==> src/uudb_pkg.sv <==
// Shared types and constants for the uudecode body decoder with checksum.
package uudb_pkg;

    localparam int LINE_BUFFER = 80;
    // Largest count whose groups still fit in the line buffer.
    localparam int GROUPS_MAX  = (LINE_BUFFER - 1) / 4;
    localparam int COUNT_FIT   = 3 * GROUPS_MAX;
    localparam int COUNT_MAX   = (COUNT_FIT < 57) ? COUNT_FIT : 57;

    localparam int FIFO_DEPTH  = 4;
    localparam int FIFO_AW     = 2;

    localparam logic [7:0] CHAR_NL = 8'd10;

    typedef enum logic [1:0] {
        CMD_BODY  = 2'd0,
        CMD_EOI   = 2'd1,
        CMD_CLEAR = 2'd2,
        CMD_NOP   = 2'd3
    } cmd_t;

    typedef enum logic [1:0] {
        ST_RUN   = 2'd0,
        ST_DONE  = 2'd1,
        ST_LONG  = 2'd2,
        ST_SHORT = 2'd3
    } status_t;

    typedef enum logic [1:0] {
        JOB_STATUS = 2'd0,
        JOB_GROUP  = 2'd1,
        JOB_CLEAR  = 2'd2
    } job_kind_t;

    // One unit of work handed from the front to the back.
    typedef struct packed {
        job_kind_t   kind;
        logic [23:0] value;
        logic [1:0]  take;
        logic        last;
        status_t     status;
    } job_t;

endpackage

==> src/uudecode_body_with_sum.sv <==
// Top level of the uudecode body decoder with BSD sum -r checksum.
// Throughput: one character per cycle while the job queue has room; a newline that flushes
// holds input until its padded groups are queued.
// Results: the back end emits one word per cycle while the output is ready, one per byte of a
// group; the 4-entry job queue absorbs these bursts. Sustained rate is set by that byte emitter.
// Reset: rst_n asynchronous active low clears line state, status, checksum and byte count.
module uudecode_body_with_sum
(
    input  logic        clk,
    input  logic        rst_n,
    input  logic        s_tvalid,
    output logic        s_tready,
    input  logic [7:0]  s_tdata,   // ch[7:0]
    input  logic [1:0]  s_tuser,   // cmd[1:0]
    output logic        m_tvalid,
    input  logic        m_tready,
    output logic [63:0] m_tdata,   // out_byte[7:0], byte_valid[8], running_sum[24:9],
                                   // byte_count[56:25], status[58:57], zero[63:59]
    output logic        m_tlast    // last
);

    uudb_pkg::job_t f_job;
    uudb_pkg::job_t q_job;
    logic           push;
    logic           q_full;
    logic           q_empty;
    logic           pop;

    uudb_front u_front
    (
        .clk      (clk),
        .rst_n    (rst_n),
        .s_tvalid (s_tvalid),
        .s_tready (s_tready),
        .ch       (s_tdata),
        .cmd      (s_tuser),
        .q_full   (q_full),
        .push     (push),
        .job      (f_job)
    );

    uudb_fifo u_fifo
    (
        .clk    (clk),
        .rst_n  (rst_n),
        .push   (push),
        .wr_job (f_job),
        .full   (q_full),
        .pop    (pop),
        .empty  (q_empty),
        .rd_job (q_job)
    );

    uudb_back u_back
    (
        .clk      (clk),
        .rst_n    (rst_n),
        .q_empty  (q_empty),
        .q_job    (q_job),
        .pop      (pop),
        .m_tvalid (m_tvalid),
        .m_tready (m_tready),
        .m_tdata  (m_tdata),
        .m_tlast  (m_tlast)
    );

endmodule

==> src/uudb_front.sv <==
// Front end: accepts words, tracks line and group state, issues jobs.
module uudb_front
(
    input  logic          clk,
    input  logic          rst_n,
    input  logic          s_tvalid,
    output logic          s_tready,
    input  logic [7:0]    ch,
    input  logic [1:0]    cmd,
    input  logic          q_full,
    output logic          push,
    output uudb_pkg::job_t job
);

    logic                      line_start_reg, line_start_next;
    logic [5:0]                left_reg, left_next;
    logic [17:0]               sb_reg, sb_next;
    logic [1:0]                gp_reg, gp_next;
    logic                      fin_reg, fin_next;
    uudb_pkg::status_t         err_reg, err_next;
    logic                      flush_reg, flush_next;

    logic                      accept;
    logic                      active;
    logic [5:0]                d;
    logic [1:0]                take;
    logic [23:0]               pad;

    assign s_tready = !flush_reg && !q_full;
    assign accept   = s_tvalid && s_tready;
    assign active   = !fin_reg && (err_reg == uudb_pkg::ST_RUN);
    assign d        = ch[5:0] - 6'd32;
    assign take     = (left_reg < 6'd3) ? left_reg[1:0] : 2'd3;

    // Pad the partial group with zero sextets up to four.
    always_comb
    begin
        case (gp_reg)
            2'd1:    pad = {sb_reg[5:0], 18'd0};
            2'd2:    pad = {sb_reg[11:0], 12'd0};
            2'd3:    pad = {sb_reg, 6'd0};
            default: pad = 24'd0;
        endcase
    end

    always_comb
    begin
        line_start_next = line_start_reg;
        left_next       = left_reg;
        sb_next         = sb_reg;
        gp_next         = gp_reg;
        fin_next        = fin_reg;
        err_next        = err_reg;
        flush_next      = flush_reg;
        push            = 1'b0;
        job.kind        = uudb_pkg::JOB_STATUS;
        job.value       = 24'd0;
        job.take        = 2'd0;
        job.last        = 1'b1;

        if (flush_reg)
        begin
            if (!q_full)
            begin
                push      = 1'b1;
                job.kind  = uudb_pkg::JOB_GROUP;
                job.value = pad;
                job.take  = take;
                job.last  = (left_reg == {4'd0, take});
                left_next = left_reg - {4'd0, take};
                sb_next   = 18'd0;
                gp_next   = 2'd0;
                if (left_reg == {4'd0, take})
                begin
                    flush_next      = 1'b0;
                    line_start_next = 1'b1;
                end
            end
        end
        else if (accept)
        begin
            push = 1'b1;
            unique case (uudb_pkg::cmd_t'(cmd))
                uudb_pkg::CMD_BODY:
                begin
                    if (active)
                    begin
                        if (line_start_reg)
                        begin
                            if (ch == uudb_pkg::CHAR_NL)
                            begin
                                // empty line
                            end
                            else if (d == 6'd0)
                                fin_next = 1'b1;
                            else if ({2'd0, d} > 8'(uudb_pkg::COUNT_MAX))
                                err_next = uudb_pkg::ST_LONG;
                            else
                            begin
                                left_next       = d;
                                line_start_next = 1'b0;
                                sb_next         = 18'd0;
                                gp_next         = 2'd0;
                            end
                        end
                        else if (ch == uudb_pkg::CHAR_NL)
                        begin
                            if (left_reg != 6'd0)
                            begin
                                push       = 1'b0;
                                flush_next = 1'b1;
                            end
                            else
                            begin
                                line_start_next = 1'b1;
                                sb_next         = 18'd0;
                                gp_next         = 2'd0;
                            end
                        end
                        else if (left_reg == 6'd0)
                        begin
                            // trailing characters ignored
                        end
                        else if (gp_reg == 2'd3)
                        begin
                            job.kind  = uudb_pkg::JOB_GROUP;
                            job.value = {sb_reg, d};
                            job.take  = take;
                            left_next = left_reg - {4'd0, take};
                            sb_next   = 18'd0;
                            gp_next   = 2'd0;
                        end
                        else
                        begin
                            sb_next = {sb_reg[11:0], d};
                            gp_next = gp_reg + 2'd1;
                        end
                    end
                end
                uudb_pkg::CMD_EOI:
                begin
                    if (active)
                        err_next = uudb_pkg::ST_SHORT;
                end
                uudb_pkg::CMD_CLEAR:
                begin
                    job.kind        = uudb_pkg::JOB_CLEAR;
                    line_start_next = 1'b1;
                    left_next       = 6'd0;
                    sb_next         = 18'd0;
                    gp_next         = 2'd0;
                    fin_next        = 1'b0;
                    err_next        = uudb_pkg::ST_RUN;
                end
                default:
                begin
                end
            endcase
        end

        if (err_next != uudb_pkg::ST_RUN)
            job.status = err_next;
        else if (fin_next)
            job.status = uudb_pkg::ST_DONE;
        else
            job.status = uudb_pkg::ST_RUN;
    end

    always_ff @(posedge clk or negedge rst_n)
    begin
        if (!rst_n)
        begin
            line_start_reg <= 1'b1;
            left_reg       <= 6'd0;
            sb_reg         <= 18'd0;
            gp_reg         <= 2'd0;
            fin_reg        <= 1'b0;
            err_reg        <= uudb_pkg::ST_RUN;
            flush_reg      <= 1'b0;
        end
        else
        begin
            line_start_reg <= line_start_next;
            left_reg       <= left_next;
            sb_reg         <= sb_next;
            gp_reg         <= gp_next;
            fin_reg        <= fin_next;
            err_reg        <= err_next;
            flush_reg      <= flush_next;
        end
    end

endmodule

==> src/uudb_fifo.sv <==
// Short job queue between the front end and the back end.
module uudb_fifo
(
    input  logic           clk,
    input  logic           rst_n,
    input  logic           push,
    input  uudb_pkg::job_t wr_job,
    output logic           full,
    input  logic           pop,
    output logic           empty,
    output uudb_pkg::job_t rd_job
);

    uudb_pkg::job_t                 mem [uudb_pkg::FIFO_DEPTH];
    logic [uudb_pkg::FIFO_AW-1:0]   wp_reg, rp_reg;
    logic [uudb_pkg::FIFO_AW:0]     cnt_reg;
    logic                           do_push, do_pop;

    assign full    = (cnt_reg == (uudb_pkg::FIFO_AW+1)'(uudb_pkg::FIFO_DEPTH));
    assign empty   = (cnt_reg == '0);
    assign do_push = push && !full;
    assign do_pop  = pop && !empty;
    assign rd_job  = mem[rp_reg];

    always_ff @(posedge clk)
    begin
        if (do_push)
            mem[wp_reg] <= wr_job;
    end

    always_ff @(posedge clk or negedge rst_n)
    begin
        if (!rst_n)
        begin
            wp_reg  <= '0;
            rp_reg  <= '0;
            cnt_reg <= '0;
        end
        else
        begin
            if (do_push)
                wp_reg <= wp_reg + uudb_pkg::FIFO_AW'(1);
            if (do_pop)
                rp_reg <= rp_reg + uudb_pkg::FIFO_AW'(1);
            if (do_push && !do_pop)
                cnt_reg <= cnt_reg + (uudb_pkg::FIFO_AW+1)'(1);
            else if (do_pop && !do_push)
                cnt_reg <= cnt_reg - (uudb_pkg::FIFO_AW+1)'(1);
        end
    end

endmodule

==> src/uudb_back.sv <==
// Back end: emits the bytes of each group job and one word for each other job, keeps checksum and byte count.
module uudb_back
(
    input  logic           clk,
    input  logic           rst_n,
    input  logic           q_empty,
    input  uudb_pkg::job_t q_job,
    output logic           pop,
    output logic           m_tvalid,
    input  logic           m_tready,
    output logic [63:0]    m_tdata,
    output logic           m_tlast
);

    uudb_pkg::job_t    job_reg;
    logic              busy_reg;
    logic [1:0]        idx_reg;
    logic [15:0]       sum_reg, sum_next;
    logic [31:0]       cnt_reg, cnt_next;

    logic              mv_reg;
    logic [7:0]        ob_reg, ob_next;
    logic              bv_reg, bv_next;
    logic              ol_reg, ol_next;
    logic [15:0]       os_reg;
    logic [31:0]       oc_reg;
    logic [1:0]        ost_reg;

    logic              slot_free;
    logic              fire;
    logic              final_res;
    logic              done;
    logic [7:0]        sel_byte;

    assign slot_free = !mv_reg || m_tready;
    assign fire      = busy_reg && slot_free;

    always_comb
    begin
        case (idx_reg)
            2'd0:    sel_byte = job_reg.value[23:16];
            2'd1:    sel_byte = job_reg.value[15:8];
            default: sel_byte = job_reg.value[7:0];
        endcase
    end

    always_comb
    begin
        sum_next  = sum_reg;
        cnt_next  = cnt_reg;
        ob_next   = 8'd0;
        bv_next   = 1'b0;
        final_res = 1'b1;
        unique case (job_reg.kind)
            uudb_pkg::JOB_GROUP:
            begin
                // sum -r: rotate right one, add the byte
                sum_next  = {sum_reg[0], sum_reg[15:1]} + {8'd0, sel_byte};
                cnt_next  = cnt_reg + 32'd1;
                ob_next   = sel_byte;
                bv_next   = 1'b1;
                final_res = ((idx_reg + 2'd1) == job_reg.take);
            end
            uudb_pkg::JOB_CLEAR:
            begin
                sum_next = 16'd0;
                cnt_next = 32'd0;
            end
            default:
            begin
            end
        endcase
        ol_next = job_reg.last && final_res;
    end

    assign done = fire && final_res;
    assign pop  = !q_empty && (!busy_reg || done);

    always_ff @(posedge clk or negedge rst_n)
    begin
        if (!rst_n)
        begin
            busy_reg <= 1'b0;
            idx_reg  <= 2'd0;
            sum_reg  <= 16'd0;
            cnt_reg  <= 32'd0;
            mv_reg   <= 1'b0;
        end
        else
        begin
            if (pop)
            begin
                busy_reg <= 1'b1;
                idx_reg  <= 2'd0;
            end
            else if (done)
                busy_reg <= 1'b0;
            else if (fire)
                idx_reg <= idx_reg + 2'd1;

            if (fire)
            begin
                sum_reg <= sum_next;
                cnt_reg <= cnt_next;
                mv_reg  <= 1'b1;
            end
            else if (m_tready)
                mv_reg <= 1'b0;
        end
    end

    always_ff @(posedge clk)
    begin
        if (pop)
            job_reg <= q_job;
        if (fire)
        begin
            ob_reg  <= ob_next;
            bv_reg  <= bv_next;
            ol_reg  <= ol_next;
            os_reg  <= sum_next;
            oc_reg  <= cnt_next;
            ost_reg <= job_reg.status;
        end
    end

    assign m_tvalid = mv_reg;
    assign m_tlast  = ol_reg;
    assign m_tdata  = {5'd0, ost_reg, oc_reg, os_reg, bv_reg, ob_reg};

endmodule
==> config.mk <==
export PLATFORM = sky130hd
export DESIGN_NAME = uudecode_body_with_sum
export DESIGN_NICKNAME = d
export VERILOG_FILES = /design/src/uudb_pkg.sv /design/src/uudecode_body_with_sum.sv /design/src/uudb_front.sv /design/src/uudb_fifo.sv /design/src/uudb_back.sv
export SDC_FILE = /design/constraint.sdc
export NUM_CORES = 1
export LEC_CHECK = 0
export ABC_AREA = 1
export BUFFER_PORTS_ARGS = -buffer_cell sky130_fd_sc_hd__buf_2
export CAP_MARGIN = 10
export CORE_ASPECT_RATIO = 0.5
export CORE_UTILIZATION = 40
export CTS_CLUSTER_DIAMETER = 40
export CTS_CLUSTER_SIZE = 30
export DETAILED_ROUTE_END_ITERATION = 10
export PLACE_DENSITY_LB_ADDON = 0.08
export SLEW_MARGIN = 15
export SYNTH_ARGS = -nofsm -noshare
export SYNTH_HDL_FRONTEND = slang
export SYNTH_SLANG_ARGS = --single-unit
==> constraint.sdc <==
create_clock -name clk -period 3.2 [get_ports clk]
set_input_delay 0.64 -clock clk [delete_from_list [all_inputs] [get_ports clk]]
set_output_delay 0.64 -clock clk [all_outputs]
set_load 0.005 [all_outputs]
# ---- Yosys cells after proc, flatten, opt, wreduce, memory -nomap -nowiden
# Memory sizes are Yosys's and may differ from the RTL's. A register that Yosys moved wholly into a read port is not among the register bits.
# Index checks and enable logic that the tools add are counted.
dict set report op_classes {
  n_mux 113
  add_sub_neg 10
  order_cmp 2
  reduce_logical 39
  n_eq_ne 24
}
# operator n
set op_table {}
lappend op_table {{$mux 18} 12}
lappend op_table {{$mux 28} 7}
lappend op_table {{$pmux 24 s3} 1}
lappend op_table {{$mux 6} 11}
lappend op_table {{$pmux 32 s2} 1}
lappend op_table {{$mux 2} 25}
lappend op_table {{$mux 1} 43}
lappend op_table {{$pmux 18 s2} 1}
lappend op_table {{$add 32x1->32 const B} 1}
lappend op_table {{$pmux 16 s2} 1}
lappend op_table {{$mux 27} 1}
lappend op_table {{$mux 26} 1}
lappend op_table {{$reduce_and 9->1} 2}
lappend op_table {{$add 16x8->16} 1}
lappend op_table {{$pmux 8 s2} 1}
lappend op_table {{$logic_not 6->1} 2}
lappend op_table {{$ne 4x4->1 const B} 3}
lappend op_table {{$pmux 6 s2} 1}
lappend op_table {{$reduce_bool 2->1} 6}
lappend op_table {{$logic_and 1x1->1} 11}
lappend op_table {{$add 2x1->2 const B} 4}
lappend op_table {{$eq 2x1->1 const B} 4}
lappend op_table {{$eq 2x2->1 const B} 4}
lappend op_table {{$eq 8x4->1 const B} 1}
lappend op_table {{other kinds (28)} 43}
dict set report word_totals {
  register_bits 150
  in_bits 14
  out_inout_bits 67
  word_cells 210
  memories 1
  ramBits 124
}
# memory words width read_ports rd_clocked_by_memory_dff wr line
set mem_list {}
lappend mem_list {u_fifo.mem 4 31 1 1 1 uudb_fifo.sv:14} ;# uudb_pkg::job_t mem [uudb_pkg::FIFO_DEPTH];

# ---- Depth between registers and ports, before layout
dict set report logic_depth {
  word_depth 13
  ltp_mapped 21
  mapped_depth_nobuf 20
}

# ---- Cells and area by module
# Synthesis repeated with hierarchy kept, for this count alone.
dict set report hier_totals {
  cells_unflattened 1663
  area_unflattened_um2 15379.8
}
# module cells_each area_each_um2 instances seq_area_each_um2
set modules_own_cells {}
lappend modules_own_cells {uudb_back 840 7270.7 1 4033.9}
lappend modules_own_cells {uudb_fifo 423 5561.6 1 3898.7}
lappend modules_own_cells {uudb_front 400 2547.4 1 777.0}

# ---- Worst setup path after synthesis
# Ideal clock, no wire load.
dict set report synth_path {
  kind {input -> register}
  start {in m_tready}
  end {reg u_back.bv_reg (enable)}
  arrival_ns 2.967
  stages 6
  path_slack_ns -0.215
  required_time_ns 2.752
  setup_ns 0.448
  cell_sequence {inv_1 > nand2_1 > nand2_1 > inv_1 > buf_2 > buf_1}
}
dict set report synth_between {
  elab_chain_cells 2
}
# element line
set synth_rtl {}
lappend synth_rtl {{start: declaration} uudecode_body_with_sum.sv:16} ;# input logic m_tready,
lappend synth_rtl {{$logic_or 1x1->1} uudb_back.sv:35} ;# assign slot_free = !mv_reg || m_tready;
lappend synth_rtl {{$logic_and 1x1->1} uudb_back.sv:36} ;# assign fire = busy_reg && slot_free;
lappend synth_rtl {{net u_back.fire} uudb_back.sv:30} ;# logic fire;
lappend synth_rtl {{end signal: assignment} uudb_back.sv:119} ;# bv_reg <= bv_next;
lappend synth_rtl {{end: declaration} uudb_back.sv:23} ;# logic bv_reg, bv_next;
# The timed path passes the listed nets, and every way through them passes these cells.
# A chain may end at the register's enable or synchronous reset.

# ---- Worst setup path in the final report
dict set report layout_path {
  start {reg u_back.idx_reg[0]}
  end {reg u_back.os_reg[12] (data pin)}
}
dict set report layout_between {
  elab_chain_cells 4
}
# element line
set layout_rtl {}
lappend layout_rtl {{start: declaration} uudb_back.sv:17} ;# logic [1:0] idx_reg;
lappend layout_rtl {{start signal: assignment} uudb_back.sv:99} ;# idx_reg <= idx_reg + 2'd1;
lappend layout_rtl {{$eq 2x1->1 / $logic_not 2->1 (equally long branches)} uudb_back.sv:40} ;# case (idx_reg)
lappend layout_rtl {{$pmux 8 s2 (*)} uudb_back.sv:40}
lappend layout_rtl {{net u_back.sel_byte[0]} uudb_back.sv:33} ;# logic [7:0] sel_byte;
lappend layout_rtl {{$add 16x8->16 (*)} uudb_back.sv:58} ;# sum_next = {sum_reg[0], sum_reg[15:1]} + {8'd0, sel_byte};
lappend layout_rtl {{$pmux 16 s2 (*)} uudb_back.sv:54} ;# unique case (job_reg.kind)
lappend layout_rtl {{net u_back.sum_next[12]} uudb_back.sv:18} ;# logic [15:0] sum_reg, sum_next;
lappend layout_rtl {{end signal: assignment} uudb_back.sv:121} ;# os_reg <= sum_next;
lappend layout_rtl {{end: declaration} uudb_back.sv:25} ;# logic [15:0] os_reg;
# Mark *: on every way through the listed nets, which the timed path passes. The rest lies on a longest branch.

==> summary.txt <==
Outcome
  • Status: finished clean

Synth
  • EDFF count, synth: about 220
  • Syn Area/Cell: around 9.6 µm²
  • Main synth FF type: edfxtp_1
  • Mapped Cells: around 1500
  • FFs w/ async S/R, synth: 0.295
  • Synth Cell Area: ~14000 µm²
  • Synthesis Warnings: 0
  • Count of different cell masters after synthesis: 50
  • Register area share after synthesis: 0.615
  • #FFs+latches synth: 305

GRT
  • Largest net degree at the start of global routing: roughly 120
  • GRT overflow: 0
  • Global-route wire length before repair: 53300 µm
  • Vias in the first global route: 9906
  • Antenna violations before repair: 0
  • Tot GR Track Use: 0.191

Clocking
  • Worst-path clk slew: about 0.070 ns
  • Hold-fix buffer count after cts: 0
  • H-tree levels: 2
  • TritonCTS clock tree: done
  • Sink Count: between 300 and 400
  • Worst skew pair latency: 0.53 ns
  • Setup bufs post-CTS: 0
  • Clock buffer depth: 3
  • Root buf cell: clkbuf_16
  • TritonCTS Buffers: 34
  • Post-cts sizing count: 0

STA
  • Final Hold Slack: between 0.1 and 0.15 ns
  • Fin Setup TNS: 0 ns
  • Final setup viols: 0
  • Slew Limit Fails: 0
  • Min Tclk post-route: 2.86 ns
  • F_max: roughly 350 MHz
  • Final number of hold-violating endpoints: 0
  • Setup Skew: roughly 0.018 ns
  • Final period util: 0.893
  • Slew HR: 0.385
  • RSZ-0062 raised after global routing: false
  • Worst Tran Pin Value: between 0.9 and 1 ns

Cells and area
  • Fillers: ~3200
  • Most frequent cells in the layout: nand2_1 (387), edfxtp_1 (215), nor2_1 (162)
  • Nets: about 1600
  • Synth-to-Final Area Change: 15.0%
  • Max reg flops: approximately 120
  • Most common cell after layout, fill and taps aside: nand2_1
  • Share of layout cells above drive strength 1: 0.122
  • FF/Latch Area: 8710 µm²
  • Multi-input logic area: about 4600 µm²
  • Post-layout util: 0.470
  • Antenna diodes: 0
  • Final instance area: 16300 µm²
  • Post-Layout Cell Count: between 2000 and 2500

Routing
  • Initial DRC count: around 870
  • Via count: 10100
  • Max layer used: met4
  • Met3 wire length: around 1200 µm
  • Avg WL per Cell: 16.3 µm
  • Met2 wire length: 15700 µm
  • 1st-pass router iterations: 6
  • Vias per cell: between 4 and 5
  • Drc violations: 0
  • M1 WL: around 16000 µm
  • Final ANT Viol Nets: 0
  • Post-Route WL: 33500 µm

Setup path
  • Slowest-stage cell, CP: fa_1
  • Crit. End Element: register
  • Worst Setup Start Kind: register
  • Crit path max-delay family: simple AND/OR/NAND/NOR gates
  • Max FO, Critical Path: 9
  • CP Data Required Time: about 3.5 ns
  • CP arrival: approximately 3.1 ns
  • Crit Path Category: register to register
  • Most used cell, CP: nand2_1
  • Max incr delay on CP: about 0.4 ns
  • WP buf/inv: 3
  • Crit-path cells: inv_1, ha_1, nor2_1, nand2_1, nand2_1, ha_1, inv_1, fa_1, inv_1, nand3_1, nand3_1, nand2_1, nand2_1, nand2_1, nand2_1, nand2_1, nand2_1, nand2_1

Floorplanning
  • Row count: 48
  • DIE HEIGHT: between 100 and 150 µm
  • Die W: around 270 µm
  • Full die area: about 36000 µm²
  • Io pins: about 80
  • Initial Utilization: 0.408
  • Core Area: around 35000 µm²

Placement
  • Final HPWL DP: around 23000 µm
  • DP Cell Count: 1995
  • Final GP Congestion: approximately 0.87
  • Placed cell area: ~15000 µm²
  • IO Port Bufs: 75

Min path
  • Hold Crit Class: input pin to async pin

Pwr
  • PwrDens: ~950 nW/µm²
  • Max VDD drop: 0.462 mV
  • Leak: just under 7 nW

Job
  • Maxcap violations: 0
[kinds of logic (layout without fill, tap and decap cells)]
family                   count (synthesis)  count (layout)  share of synthesized area
AO/OA/AOI/OAI                          231             231                     0.0910
XOR/XNOR                                10              10                    0.00619
adder cells (fa/ha/maj)                 25              25                     0.0232
buffers and inverters                  208             312                     0.0589
flip-flops                             305             305                      0.615
multiplexers                             1               1                   0.000795
other                                    1               5                   0.000265
AND/OR/NAND/NOR                        693             693                      0.204
[routing by layer]
metal  up-vias  global-route usage
met5         -                   0
met4         0              0.0505
met3        40              0.0346
met2       146               0.316
met1      4819               0.258
li1       5115                   -
[where the power goes]
part	switching (mW)	total (mW)	internal [mW]
registers	0.470	6.25	5.78
clock network	1.80	4.10	2.30
logic	3.54	5.05	1.51
[Yosys cell counts, drive strengths merged (21+ instances only)]
master / number / area share
nand2: 391 / 0.10
inv: 150 / 0.040
o21ai: 141 / 0.050
edfxtp: 215 / 0.46
nor2: 177 / 0.051
o22ai: 35 / 0.015
dfrtp: 89 / 0.16
nand4: 21 / 0.0097
a21oi: 32 / 0.012
ha: 23 / 0.020
buf: 27 / 0.011
nand3: 76 / 0.028
clkbuf: 29 / 0.0077
[through the flow]
step	total power, mW	setup slack [ns]
2_1_floorplan	9.56	0.000261
3_3_place_gp	11.4	0.345
3_5_place_dp	11.5	0.311
4_1_cts	15.6	0.321
5_1_grt	16.5	0.0302
6_report	15.4	0.341
[final cells by class]
| type | count | area share |
|---|---|---|
| Sequential cell | 305 | 0.535 |
| Multi-Input combinational cell | 965 | 0.285 |
| Clock buffer | 42 | 0.0580 |
| Tap cell | 475 | 0.0365 |
| Timing Repair Buffer | 98 | 0.0353 |
| Inverter | 152 | 0.0352 |
| Clock inverter | 20 | 0.0149 |
[worst paths after layout]
check                      slack (ns)                 to  cells past startpoint              start
max reg2reg                      0.34  u_back.os_reg[12]                     18  u_back.idx_reg[0]
min reg2reg                      0.42  u_back.ost_reg[0]                      0  u_back.job_reg[0]
min                              0.11  u_back.cnt_reg[7]                      1              rst_n
min in group clk                 0.42  u_back.ost_reg[0]                      0  u_back.job_reg[0]
max                              0.34  u_back.os_reg[12]                     18  u_back.idx_reg[0]
max in group asynchronous        2.31  u_front.sb_reg[3]                      2              rst_n
Power figures use the tool's default switching activity.
